==> config.mk <==
export PLATFORM = sky130hd
export DESIGN_NAME = iir_filter_q15_direct_form_one
export DESIGN_NICKNAME = d
export VERILOG_FILES = /design/src/rtl/iirq15_pkg.sv /design/src/rtl/iirq15_ram.sv /design/src/rtl/iirq15_mac.sv /design/src/rtl/iir_filter_q15_direct_form_one.sv
export SDC_FILE = /design/constraint.sdc
export NUM_CORES = 2
export LEC_CHECK = 0
export ABC_AREA = 0
export BUFFER_PORTS_ARGS = -buffer_cell sky130_fd_sc_hd__buf_2
export CAP_MARGIN = 25
export CORE_ASPECT_RATIO = 1.2
export CORE_UTILIZATION = 60
export CTS_CLUSTER_DIAMETER = 50
export DETAILED_ROUTE_END_ITERATION = 16
export GPL_ROUTABILITY_DRIVEN = 0
export PLACE_DENSITY = 0.76
export REMOVE_ABC_BUFFERS = 1
export SYNTH_ARGS = -nofsm -noshare
export SYNTH_HDL_FRONTEND = slang
export SYNTH_SLANG_ARGS = --single-unit
==> constraint.sdc <==
create_clock -name clk -period 10.9 [get_ports clk]
set_input_delay 1.09 -clock clk [delete_from_list [all_inputs] [get_ports clk]]
set_output_delay 1.09 -clock clk [all_outputs]
set_load 0.02 [all_outputs]
==> src/rtl/iirq15_pkg.sv <==
// Shared types and constants for the Q15 direct form I IIR filter.
`default_nettype none

package iirq15_pkg;

  localparam int SAMPLE_W  = 16;
  localparam int PROD_W    = 32;
  localparam int ACC_W     = 48;
  localparam int Q_SHIFT   = 15;
  localparam int FWD_CNT_W = 6;
  localparam int FBK_CNT_W = 5;
  localparam int CFG_W     = 6;
  localparam int TAP_IDX_W = 5;

  typedef enum logic [1:0] {
    ACT_FILTER   = 2'd0,
    ACT_LOAD_FWD = 2'd1,
    ACT_LOAD_FBK = 2'd2,
    ACT_CLEAR    = 2'd3
  } action_t;

  localparam logic REG_FWD_COUNT = 1'b0;
  localparam logic REG_FBK_COUNT = 1'b1;

  // Control from the sequencer to the multiply-accumulate unit.
  typedef struct packed {
    logic clr;  // zero the accumulator
    logic vld;  // a read was issued this cycle
    logic neg;  // feedback term, subtract
  } mac_ctl_t;

endpackage

`default_nettype wire

==> src/rtl/iirq15_ram.sv <==
// Simple dual-port RAM: one write port, one registered read port.
`default_nettype none

module iirq15_ram #(
  parameter int ADDR_W = 6,
  parameter int DATA_W = 16
) (
  input  wire logic              clk,
  input  wire logic              we,
  input  wire logic [ADDR_W-1:0] waddr,
  input  wire logic [DATA_W-1:0] wdata,
  input  wire logic [ADDR_W-1:0] raddr,
  output logic      [DATA_W-1:0] rdata
);

  logic [DATA_W-1:0] mem [0:(1 << ADDR_W)-1];

  always_ff @(posedge clk) begin
    if (we) begin
      mem[waddr] <= wdata;
    end
  end

  always_ff @(posedge clk) begin
    rdata <= mem[raddr];
  end

endmodule

`default_nettype wire

==> src/rtl/iirq15_mac.sv <==
// Pipelined multiply-accumulate: registered product, then 48-bit add or subtract.
`default_nettype none

module iirq15_mac
  import iirq15_pkg::*;
(
  input  wire logic                       clk,
  input  wire logic                       rst,
  input  wire mac_ctl_t                   ctl,
  input  wire logic signed [SAMPLE_W-1:0] hist_q,
  input  wire logic signed [SAMPLE_W-1:0] coef_q,
  output logic signed      [ACC_W-1:0]    acc,
  output logic                            busy
);

  logic                     vld_d1, vld_d2;
  logic                     neg_d1, neg_d2;
  logic signed [PROD_W-1:0] prod;

  // valid and sign are delayed to line up with the registered read data and product
  always_ff @(posedge clk) begin
    if (rst) begin
      vld_d1 <= 1'b0;
      vld_d2 <= 1'b0;
    end else begin
      vld_d1 <= ctl.vld;
      vld_d2 <= vld_d1;
    end
  end

  always_ff @(posedge clk) begin
    neg_d1 <= ctl.neg;
    neg_d2 <= neg_d1;
    prod   <= hist_q * coef_q;
  end

  always_ff @(posedge clk) begin
    if (ctl.clr) begin
      acc <= '0;
    end else if (vld_d2) begin
      if (neg_d2) begin
        acc <= acc - ACC_W'(prod);
      end else begin
        acc <= acc + ACC_W'(prod);
      end
    end
  end

  assign busy = vld_d1 | vld_d2;

endmodule

`default_nettype wire

==> src/rtl/iir_filter_q15_direct_form_one.sv <==
// Q15 direct form I IIR filter: sequencer, history and coefficient memories, MAC.
// Filter transaction: the single MAC walks the M forward and K feedback taps, M and K as
// clamped, one tap per cycle through the memory read ports; the result is registered after
// the drain, and the next transaction is taken once it is, unless an earlier result is stalled.
// Load transactions are written on acceptance; a history clear sweeps every history address.
// After reset a sweep over the same addresses zeroes histories and coefficients; no
// transaction is accepted meanwhile. Configuration writes are taken at any time.
`default_nettype none

module iir_filter_q15_direct_form_one
  import iirq15_pkg::*;
#(
  parameter int MAX_TAPS = 32
) (
  input  wire logic                       clk,
  input  wire logic                       rst,
  input  wire logic                       cfg_write,
  input  wire logic                       cfg_index,
  input  wire logic        [CFG_W-1:0]    cfg_data,
  input  wire logic                       in_valid,
  output logic                            in_stall,
  input  wire logic        [1:0]          action,
  input  wire logic        [TAP_IDX_W-1:0] tap_index,
  input  wire logic signed [SAMPLE_W-1:0] value,
  output logic                            out_valid,
  input  wire logic                       out_stall,
  output logic signed      [SAMPLE_W-1:0] filtered_sample,
  output logic                            saturated
);

  localparam int AW = (MAX_TAPS > 1) ? $clog2(MAX_TAPS) : 1;
  localparam int CW = AW + 1;
  localparam logic [AW-1:0] LAST_SLOT = AW'(MAX_TAPS - 1);

  typedef enum logic [4:0] {
    S_CLEAR = 5'b00001,
    S_IDLE  = 5'b00010,
    S_FWD   = 5'b00100,
    S_BACK  = 5'b01000,
    S_DRAIN = 5'b10000
  } state_t;

  state_t                state;
  logic [FWD_CNT_W-1:0]  fwd_count;
  logic [FBK_CNT_W-1:0]  fbk_count;
  logic [AW-1:0]         ptr, ha, j;
  logic [CW-1:0]         m_cnt;
  logic [AW-1:0]         k_cnt;
  logic [AW:0]           clr_idx;
  logic                  clr_coef;

  logic                  in_acc;
  action_t               act;
  logic [AW-1:0]         ptr_inc, ptr_dec, ha_dec;
  logic [CW-1:0]         m_lim;
  logic [AW-1:0]         k_lim;
  logic                  drain_done;

  logic                  hist_we, coef_we;
  logic [AW:0]           hist_waddr, coef_waddr, hist_raddr, coef_raddr;
  logic [SAMPLE_W-1:0]   hist_wdata, coef_wdata, hist_rdata, coef_rdata;

  mac_ctl_t              mac_ctl;
  logic signed [ACC_W-1:0] mac_acc;
  logic                  mac_busy;
  logic signed [ACC_W-1:0] acc_sh;
  logic signed [SAMPLE_W-1:0] y;
  logic                  y_sat;

  assign in_stall = (state != S_IDLE);
  assign in_acc   = in_valid & ~in_stall;
  assign act      = action_t'(action);

  assign ptr_inc = (ptr == LAST_SLOT) ? '0 : ptr + AW'(1);
  assign ptr_dec = (ptr == '0) ? LAST_SLOT : ptr - AW'(1);
  assign ha_dec  = (ha == '0) ? LAST_SLOT : ha - AW'(1);

  assign m_lim = (32'(fwd_count) > 32'(MAX_TAPS)) ? CW'(MAX_TAPS) : CW'(fwd_count);
  assign k_lim = (32'(fbk_count) > 32'(MAX_TAPS - 1)) ? LAST_SLOT : AW'(fbk_count);

  // floor shift, then clip to 16 bits
  assign acc_sh = mac_acc >>> Q_SHIFT;
  always_comb begin
    y_sat = 1'b0;
    y     = acc_sh[SAMPLE_W-1:0];
    if (acc_sh > ACC_W'(32767)) begin
      y     = 16'sh7fff;
      y_sat = 1'b1;
    end else if (acc_sh < -ACC_W'(32768)) begin
      y     = 16'sh8000;
      y_sat = 1'b1;
    end
  end

  assign drain_done = (state == S_DRAIN) && !mac_busy && (!out_valid || !out_stall);

  // memory ports
  always_comb begin
    hist_we    = 1'b0;
    hist_waddr = {1'b0, ptr_inc};
    hist_wdata = value;
    coef_we    = 1'b0;
    coef_waddr = {1'b0, AW'(tap_index)};
    coef_wdata = value;
    case (state)
      S_CLEAR: begin
        hist_we    = 1'b1;
        hist_waddr = clr_idx;
        hist_wdata = '0;
        coef_we    = clr_coef;
        coef_waddr = clr_idx;
        coef_wdata = '0;
      end
      S_IDLE: begin
        if (in_acc) begin
          case (act)
            ACT_FILTER: begin
              hist_we = 1'b1;
            end
            ACT_LOAD_FWD: begin
              coef_we    = (32'(tap_index) < 32'(MAX_TAPS));
              coef_waddr = {1'b0, AW'(tap_index)};
            end
            ACT_LOAD_FBK: begin
              coef_we    = (tap_index != '0) && (32'(tap_index) < 32'(MAX_TAPS));
              coef_waddr = {1'b1, AW'(tap_index)};
            end
            default: begin
            end
          endcase
        end
      end
      S_DRAIN: begin
        hist_we    = drain_done;
        hist_waddr = {1'b1, ptr};
        hist_wdata = y;
      end
      default: begin
      end
    endcase
  end

  // x and y histories share one pointer: x[n-j] at {0,p-j}, y[n-j] at {1,p-j}
  assign hist_raddr = {(state == S_BACK), ha};
  assign coef_raddr = {(state == S_BACK), j};

  assign mac_ctl.clr = in_acc && (act == ACT_FILTER);
  assign mac_ctl.vld = (state == S_FWD) || (state == S_BACK);
  assign mac_ctl.neg = (state == S_BACK);

  always_ff @(posedge clk) begin
    if (rst) begin
      fwd_count <= FWD_CNT_W'(1);
      fbk_count <= '0;
    end else if (cfg_write) begin
      case (cfg_index)
        REG_FWD_COUNT: fwd_count <= cfg_data[FWD_CNT_W-1:0];
        REG_FBK_COUNT: fbk_count <= cfg_data[FBK_CNT_W-1:0];
        default: begin
        end
      endcase
    end
  end

  always_ff @(posedge clk) begin
    if (rst) begin
      state    <= S_CLEAR;
      clr_idx  <= '0;
      clr_coef <= 1'b1;
      ptr      <= '0;
      ha       <= '0;
      j        <= '0;
      m_cnt    <= '0;
      k_cnt    <= '0;
    end else begin
      case (state)
        S_CLEAR: begin
          clr_idx <= clr_idx + CW'(1);
          if (clr_idx == '1) begin
            state    <= S_IDLE;
            clr_coef <= 1'b0;
          end
        end
        S_IDLE: begin
          if (in_acc) begin
            case (act)
              ACT_FILTER: begin
                ptr   <= ptr_inc;
                m_cnt <= m_lim;
                k_cnt <= k_lim;
                if (m_lim != '0) begin
                  state <= S_FWD;
                  j     <= '0;
                  ha    <= ptr_inc;
                end else if (k_lim != '0) begin
                  state <= S_BACK;
                  j     <= AW'(1);
                  ha    <= ptr;
                end else begin
                  state <= S_DRAIN;
                end
              end
              ACT_CLEAR: begin
                state   <= S_CLEAR;
                clr_idx <= '0;
              end
              default: begin
              end
            endcase
          end
        end
        S_FWD: begin
          j  <= j + AW'(1);
          ha <= ha_dec;
          if (CW'(j) == m_cnt - CW'(1)) begin
            if (k_cnt != '0) begin
              state <= S_BACK;
              j     <= AW'(1);
              ha    <= ptr_dec;
            end else begin
              state <= S_DRAIN;
            end
          end
        end
        S_BACK: begin
          j  <= j + AW'(1);
          ha <= ha_dec;
          if (j == k_cnt) begin
            state <= S_DRAIN;
          end
        end
        S_DRAIN: begin
          if (drain_done) begin
            state <= S_IDLE;
          end
        end
        default: begin
          state <= S_IDLE;
        end
      endcase
    end
  end

  // output register
  always_ff @(posedge clk) begin
    if (rst) begin
      out_valid <= 1'b0;
    end else if (drain_done) begin
      out_valid <= 1'b1;
    end else if (out_valid && !out_stall) begin
      out_valid <= 1'b0;
    end
  end

  always_ff @(posedge clk) begin
    if (drain_done) begin
      filtered_sample <= y;
      saturated       <= y_sat;
    end
  end

  iirq15_ram #(
    .ADDR_W(CW),
    .DATA_W(SAMPLE_W)
  ) u_hist (
    .clk  (clk),
    .we   (hist_we),
    .waddr(hist_waddr),
    .wdata(hist_wdata),
    .raddr(hist_raddr),
    .rdata(hist_rdata)
  );

  iirq15_ram #(
    .ADDR_W(CW),
    .DATA_W(SAMPLE_W)
  ) u_coef (
    .clk  (clk),
    .we   (coef_we),
    .waddr(coef_waddr),
    .wdata(coef_wdata),
    .raddr(coef_raddr),
    .rdata(coef_rdata)
  );

  iirq15_mac u_mac (
    .clk   (clk),
    .rst   (rst),
    .ctl   (mac_ctl),
    .hist_q(hist_rdata),
    .coef_q(coef_rdata),
    .acc   (mac_acc),
    .busy  (mac_busy)
  );

`ifndef SYNTHESIS
  // history must not change while the taps are being walked
  a_no_hist_write_in_walk: assert property (@(posedge clk) disable iff (rst)
    (state == S_FWD || state == S_BACK) |-> !hist_we)
    else $error("history written during tap walk");

  a_sat_value: assert property (@(posedge clk) disable iff (rst)
    (out_valid && saturated) |->
      (filtered_sample == 16'sh7fff || filtered_sample == 16'sh8000))
    else $error("saturation flag without clipped value");

  a_acc_cleared: assert property (@(posedge clk) disable iff (rst)
    (in_acc && act == ACT_FILTER) |=> (mac_acc == '0))
    else $error("accumulator not cleared at sample start");

  a_fwd_index: assert property (@(posedge clk) disable iff (rst)
    (state == S_FWD) |-> (CW'(j) < m_cnt))
    else $error("forward tap index beyond tap count");

  a_result_after_drain: assert property (@(posedge clk) disable iff (rst)
    (!out_valid ##1 out_valid) |-> $past(state) == S_DRAIN)
    else $error("result raised outside drain");
`endif

endmodule

`default_nettype wire

* Word level (Yosys, flattened, before mapping)
Memory sizes are Yosys's and may differ from the RTL's. A register that Yosys moved wholly into a read port is not among the register bits. Cells that the tools add are included.
Storage, ports and cells: register bits after elaboration 151, bits in latches 0, memory bits (writable) 2048, ROM bits 0, word-level logic and storage cells 138, memories 2
Memory list:
- u_coef.mem | depth 64, width 16, rd ports 1, clocked after Yosys merged registers in 1, wr ports 1, RTL line iirq15_ram.sv:16 | logic [DATA_W-1:0] mem [0:(1 << ADDR_W)-1];
- u_hist.mem | depth 64, width 16, rd ports 1, clocked after Yosys merged registers in 1, wr ports 1, RTL line iirq15_ram.sv:16
Operators by class: $add $sub $neg 8, multipliers 1, divide/modulo/power cells 0, magnitude comparators 3, eq/ne operators 22, shift-type cells 0, muxes and demuxes 53, bitwise operators 4, reduce and logical (&&, ||, !) cells 26
Operators by type and width (count):
- 2-to-1 mux 5 bit | 23
- adder 48 x 32 -> 48 bit | 1
- 2-to-1 mux 16 bit | 3
- 2-to-1 mux 48 bit | 1
- subtractor 48 x 32 -> 48 bit | 1
- case mux 6 bit (2 select lines) | 3
- greater-than comparator 33 x 16 -> 1 bit (second input constant) | 1
- < comparator 33 x 16 -> 1 bit (second input constant) | 1
- multiplier 16 x 16 -> 32 bit | 1
- case mux 16 bit (2 select lines) | 1
- 2-to-1 mux 6 bit | 5
- case mux 5 bit (3 select lines) | 2
- case mux 5 bit (5 select lines) | 1
- nonzero test 5 bit | 3
- adder 5 x 1 -> 5 bit (second input constant) | 2
- == test 5 bit (second input constant) | 2
- zero test 5 bit | 2
- 2-to-1 mux 1 bit | 10
- inequality test 2 bit (second input constant) | 5
- case mux 5 bit (2 select lines) | 1
- subtractor 5 x 1 -> 5 bit (second input constant) | 2
- adder 6 x 1 -> 6 bit (second input constant) | 1
- == test 5 x 6 -> 1 bit | 1
- == test 6 bit (second input constant) | 1
- other kinds (29) | 43

* Depth between registers and ports, before layout
depth after elaboration 7, gate-level depth with buffers 24, gate-level depth less buffers 23

* Hierarchy
From an unflattened synthesis, not the netlist that was laid out.
Second synthesis, totals: cells, all modules 5910, area total of the unflattened synthesis 99713.1 um^2
By module, submodules not included:
- iirq15_ram at u_hist | instances 1, cells each 1829, area an instance 40042.2 um^2
- iirq15_ram at u_coef | instances 1, cells each 1817, area an instance 39910.8 um^2
- iirq15_mac | instances 1, cells each 1774, area an instance 15537.4 um^2
- iir_filter_q15_direct_form_one | instances 1, cells each 490, area an instance 4222.8 um^2

* Worst setup path before layout
OpenSTA, ideal clock, no wires.
path type reg2reg, from reg u_coef.rdata[1] (read register of u_coef.mem), to reg u_mac.prod[30], setup time 0.118 ns, arrival 5.763 ns, required time 10.782 ns, setup slack 5.019 ns, stages on the path, launching flop included 22, buffers on the path 1, period minus slack after synthesis 5.881 ns, path through dfxtp_1 > clkbuf_1 > nand2_1 > inv_1 > fa_1 > fa_1 > fa_1 > fa_1 > fa_1 > inv_1 > fa_1 > inv_1 > ha_1 > nand3_1 > nor2_1 > nand3_1 > or2_2 > o221ai_1 > nand2_1 > o2111ai_1 > a21oi_1 > xnor2_1
Between the ends: word-level cells in the longest chain between the ends 1
RTL lines:
- from (decl) | RTL line iirq15_ram.sv:13 | output logic [DATA_W-1:0] rdata
- multiplier 16 x 16 -> 32 bit | RTL line iirq15_mac.sv:34 | prod <= hist_q * coef_q;
- to (signal assigned) | RTL line iirq15_mac.sv:34
- to (decl) | RTL line iirq15_mac.sv:18 | logic signed [PROD_W-1:0] prod;
Every way passes these cells. A chain may end at the register's enable or synchronous reset.

* Final worst setup path
from reg u_hist.rdata[15] (read register of u_hist.mem), to reg u_mac.prod[31]
Between the ends: word-level cells in the longest chain between the ends 1
RTL lines (RTL line):
- from (decl) | iirq15_ram.sv:13
- multiplier 16 x 16 -> 32 bit | iirq15_mac.sv:34
Every way passes these cells.

==> summary.txt <==
Synthesis
  – Post-synthesis cell type count: 74
  – Dominant cells by area after synthesis: sky130_fd_sc_hd__edfxtp_1 (63%), sky130_fd_sc_hd__mux4_2 (15%), sky130_fd_sc_hd__fa_1 (5.3%)
  – Share of Yosys cell area claimed by the top area cell type: 63.0%
  – Cell Area, Synth: slightly below 100000 um2
  – Mean instance size in the synthesized netlist: between 15 and 20 um2
  – Prevailing post-synth register cell: sky130_fd_sc_hd__edfxtp_1
  – Largest area contributor in the synthesized netlist: sky130_fd_sc_hd__edfxtp_1
  – Total of flip-flops plus latches after synthesis: between 2k and 2.5k
  – Portion of the post-synthesis area used by sequential elements: between 60 and 70%
  – Count of synthesis-stage warnings from yosys: 0
  – Synthesized netlist cell count: approximately 5.4k
  – Share of flip-flops with an asynchronous set or reset after synthesis: 0%
  – Number of flops mapped to enable cells by yosys: approximately 2.1k

Power and ir drop
  – Power density normalized to cell area: approximately 340 nW/um2
  – Overall power after layout: roughly 37 mW
  – Static leakage: about 36 nW
  – Worst supply voltage drop on vdd: 1.17 mV

Timing
  – Unrepaired setup endpoints after global routing: false
  – Worst hold slack: ~0.33 ns
  – Fin crit period: about 6.5 ns
  – Number of failing setup endpoints in the final timing report: 0
  – Hold Violations, Final: 0
  – Part of the cycle the worst path needs: between 50% and 60%
  – Clock Skews: just over 0.05 ns
  – Max-slew violations: 0
  – Worst relative slew slack: roughly 21%
  – Final Worst Setup Slack: around 4.4 ns
  – Achievable clock frequency: roughly 150 MHz
  – Tightest Pin Transition: 1.18 ns

Critical path
  – Cell Chain, Critical Path: nand2_1 > inv_1 > fa_1 > fa_1 > fa_1 > fa_1 > fa_1 > inv_1 > fa_1 > inv_1 > ha_1 > a21oi_1 > o21ai_0 > a22o_1 > a211oi_1 > o21ai_0 > a21o_1 > a21oi_1 > xnor2_1
  – Worst setup path category: reg2reg
  – Worst reg2reg path startpoint: u_hist.rdata[15]
  – Dominant delay contributor by cell family on the critical path: adder cells
  – CP dominant cell by count: sky130_fd_sc_hd__fa_1
  – Capture point of the worst reg-to-reg path: u_mac.prod[31]
  – Cell at the slowest stage of the critical path: sky130_fd_sc_hd__fa_1
  – Setup crit end kind: register
  – Worst path max stage delay: about 0.89 ns
  – Max FO, Critical Path: 16
  – FF-to-FF path depth: 19
  – Arr. time, crit path: around 7.2 ns
  – CP startpoint kind: register
  – Minimum setup slack among reg-to-reg paths: ~4.4 ns
  – Critical path required time: between 10 and 15 ns
  – CP bufs+invs: 3

Final layout
  – Fraction of final layout cells sized beyond drive strength 1: 22.2%
  – Filler instances: about 10k
  – Storage element area: roughly 65000 um2
  – Layout area overhead: 10.5%
  – Count of non-filler cells in the finished layout: slightly below 8k
  – Multi-input logic area: ~31000 um2
  – Layout Nets: 6054
  – Core Util, Final: about two thirds

Detailed routing
  – Number of remaining DRC errors: 0
  – Final Routed Wirelength: 243000 um
  – Average wire per standard cell: roughly 31 um
  – Detailed-route via count: approximately 52k
  – Vias per inst: between 6 and 7
  – First-pass detailed-route iteration total: 6
  – Post-route antenna net violation count: 0
  – Iteration-0 DRC count of the detailed router: 6364

Clock network
  – Clock sink count: roughly 2.2k
  – Clock root cell: sky130_fd_sc_hd__clkbuf_16
  – Post-CTS Setup Inserts: 0
  – Clock buffers created by TritonCTS: ~210
  – Max H-tree Level: 4
  – Post-cts repair resize count: 0
  – Maximum buffer depth of the clock tree: 3
  – Insertion delay to the later sink of the worst-skew pair: 0.86 ns
  – Clock transition at the registers of the reported paths: 0.06 ns
  – CTS tree: built
  – Hold-fix buffers, CTS: 0

Place
  – Detailed-placement wirelength estimate: about 140000 um
  – Placed cell count: between 7k and 8k
  – IO buf count: 53
  – Pre-CTS setup slack: about 4.5 ns

GRT
  – Congestion Overflow GR: 0
  – Vias in the first global route: 53.2k
  – Global-route total usage across every layer: 30.0%
  – Global-route wire length before repair: 355000 um
  – Antenna violations before repair: 30
  – Maximum number of pins on one net before global-route repair: around 160

Floorplanning
  – Initial core utilization: roughly three fifths
  – Height of the die: around 450 um
  – Number of rows created at floorplan: 162
  – Core Box Area: between 150000 and 200000 um2
  – Area enclosed by the die boundary: approximately 170000 um2
  – DIE WIDTH: between 300 and 400 um
  – Boundary Pins: 54

Run
  – Max-cap violation count: 0

Hold path
  – Hold Path Class: reg2reg
  – Hold path endpoint: u_mac.neg_d2
  – Hold Startpoint: u_mac.neg_d1
  – Hold Path Stages: 0

Outcome
  – Outcome: completed
-- per-stage QoR --
step,instance area [um2],TNS (ns)
floorplan,97500,-59.40
global placement,102000,0
detailed placement,102000,0
CTS,109000,0
global route,109000,0
finish,109000,0
-- metal layers --
| metal | routed length (um) | vias up | track usage, % |
|---|---|---|---|
| li1 | - | 21400 | - |
| met1 | 87200 | 27100 | 40.5 |
| met2 | 119000 | 3232 | 48.2 |
| met3 | 25400 | 560 | 6.06 |
| met4 | 10600 | 14 | 12.2 |
| met5 | 82 | - | 0 |
-- cells in the final DEF (no fill, tap or decap), types with 11 or more instances in the layout --
cell type / instances
sky130_fd_sc_hd__and2_1: 136
sky130_fd_sc_hd__nand2_1: 260
sky130_fd_sc_hd__clkbuf_1: 52
sky130_fd_sc_hd__and2_2: 17
sky130_fd_sc_hd__nor3_1: 34
sky130_fd_sc_hd__mux2_2: 16
sky130_fd_sc_hd__inv_1: 344
sky130_fd_sc_hd__o21bai_1: 15
sky130_fd_sc_hd__nor2_1: 272
sky130_fd_sc_hd__nand3_1: 44
sky130_fd_sc_hd__fa_1: 263
sky130_fd_sc_hd__diode_2: 12
sky130_fd_sc_hd__a211oi_1: 21
sky130_fd_sc_hd__nor4_1: 13
sky130_fd_sc_hd__a21oi_1: 153
sky130_fd_sc_hd__bufinv_16: 11
sky130_fd_sc_hd__xor2_1: 28
sky130_fd_sc_hd__buf_2: 53
sky130_fd_sc_hd__a21o_1: 36
sky130_fd_sc_hd__clkinv_2: 31
sky130_fd_sc_hd__nand4_1: 16
sky130_fd_sc_hd__edfxtp_1: 2065
sky130_fd_sc_hd__nor2_2: 12
sky130_fd_sc_hd__o21a_1: 29
sky130_fd_sc_hd__dfxtp_1: 156
sky130_fd_sc_hd__o21ai_0: 57
sky130_fd_sc_hd__clkbuf_16: 215
sky130_fd_sc_hd__nand2b_1: 35
sky130_fd_sc_hd__clkinv_1: 47
sky130_fd_sc_hd__buf_4: 176
sky130_fd_sc_hd__mux4_2: 672
sky130_fd_sc_hd__mux2i_1: 48
sky130_fd_sc_hd__nand3b_1: 18
sky130_fd_sc_hd__ha_1: 141
sky130_fd_sc_hd__xnor2_1: 99
sky130_fd_sc_hd__nor2b_1: 13
-- cell usage after synthesis (4+ instances only) --
| library cell | number |
|---|---|
| sky130_fd_sc_hd__or3_1 | 9 |
| sky130_fd_sc_hd__clkbuf_1 | 195 |
| sky130_fd_sc_hd__nand3_1 | 44 |
| sky130_fd_sc_hd__nor3_1 | 34 |
| sky130_fd_sc_hd__mux2i_1 | 48 |
| sky130_fd_sc_hd__inv_1 | 344 |
| sky130_fd_sc_hd__nor2b_1 | 13 |
| sky130_fd_sc_hd__o31ai_1 | 8 |
| sky130_fd_sc_hd__nor4_1 | 13 |
| sky130_fd_sc_hd__a21o_1 | 36 |
| sky130_fd_sc_hd__o22ai_1 | 9 |
| sky130_fd_sc_hd__xor2_1 | 28 |
| sky130_fd_sc_hd__or4_1 | 4 |
| sky130_fd_sc_hd__a21boi_0 | 8 |
| sky130_fd_sc_hd__mux2_2 | 16 |
| sky130_fd_sc_hd__nand2_1 | 260 |
| sky130_fd_sc_hd__nand3b_1 | 18 |
| sky130_fd_sc_hd__mux4_2 | 672 |
| sky130_fd_sc_hd__o21bai_1 | 15 |
| sky130_fd_sc_hd__a211oi_1 | 21 |
| sky130_fd_sc_hd__o21ai_0 | 57 |
| sky130_fd_sc_hd__and2_1 | 152 |
| sky130_fd_sc_hd__fa_1 | 263 |
| sky130_fd_sc_hd__a31oi_1 | 10 |
| sky130_fd_sc_hd__dfxtp_1 | 166 |
| sky130_fd_sc_hd__buf_1 | 66 |
| sky130_fd_sc_hd__o221ai_1 | 5 |
| sky130_fd_sc_hd__nor3b_1 | 5 |
| sky130_fd_sc_hd__o211ai_1 | 6 |
| sky130_fd_sc_hd__or2_2 | 8 |
| sky130_fd_sc_hd__a21oi_1 | 153 |
| sky130_fd_sc_hd__nor2_1 | 284 |
| sky130_fd_sc_hd__nand4_1 | 16 |
| sky130_fd_sc_hd__o21a_1 | 29 |
| sky130_fd_sc_hd__and3_1 | 5 |
| sky130_fd_sc_hd__ha_1 | 141 |
| sky130_fd_sc_hd__edfxtp_1 | 2065 |
| sky130_fd_sc_hd__a211o_1 | 5 |
| sky130_fd_sc_hd__nand2b_1 | 35 |
| sky130_fd_sc_hd__xnor2_1 | 99 |
-- cell type report --
| type | count | share of cell area [%] |
|---|---|---|
| Tap cell | 2132 | 2.45 |
| Sequential cell | 2231 | 60.0 |
| Timing Repair Buffer | 244 | 1.75 |
| Inverter | 344 | 1.19 |
| Multi-Input combinational cell | 2582 | 28.4 |
| Antenna cell | 12 | 0.0276 |
| Clock buffer | 268 | 5.13 |
| Clock inverter | 125 | 1.02 |
-- worst max path at each step --
stage / from / to / slack, ns / cells after the start
2_1_floorplan: j[0] / u_coef.rdata[0] / -1.42 / 3
3_3_place_gp: u_coef.rdata[1] / u_mac.prod[31] / 4.54 / 19
3_5_place_dp: u_coef.rdata[1] / u_mac.prod[31] / 4.47 / 19
4_1_cts: u_coef.rdata[1] / u_mac.prod[31] / 4.41 / 19
5_1_grt: u_coef.rdata[4] / u_mac.prod[31] / 3.95 / 19
6_report: u_hist.rdata[15] / u_mac.prod[31] / 4.42 / 19
-- registers in the layout, indices dropped and copies added (netlist names), 6 cells and up --
name and flops:
fwd_count 6, u_mac.acc 48, u_mac.prod 32, filtered_sample 16, u_coef.mem 1024, u_hist.rdata 16, m_cnt 6, u_hist.mem 1024
u_coef.rdata 16, clr_idx 6
-- kinds of logic (layout without fill, tap and decap cells) --
kind of cell               after synthesis  after routing  share of synthesized area, %
DFF                                   2231           2231                          66.3
and+or+nand+nor                        914            914                          4.44
muxes                                  736            736                          16.0
buffers and inverters                  608            981                          2.32
adders and majority gates              404            404                          7.14
AOI/OAI and AO/OA                      401            401                          2.60
xor gates and xnor gates               127            127                          1.13
other                                    0             12                             0
-- power by group --
part	internal [mW]	switching (mW)
sequential	10.4	0.308
combinational	8.47	11.2
clock	3.92	3.21
No activity file was read; power rests on OpenSTA's default activity.
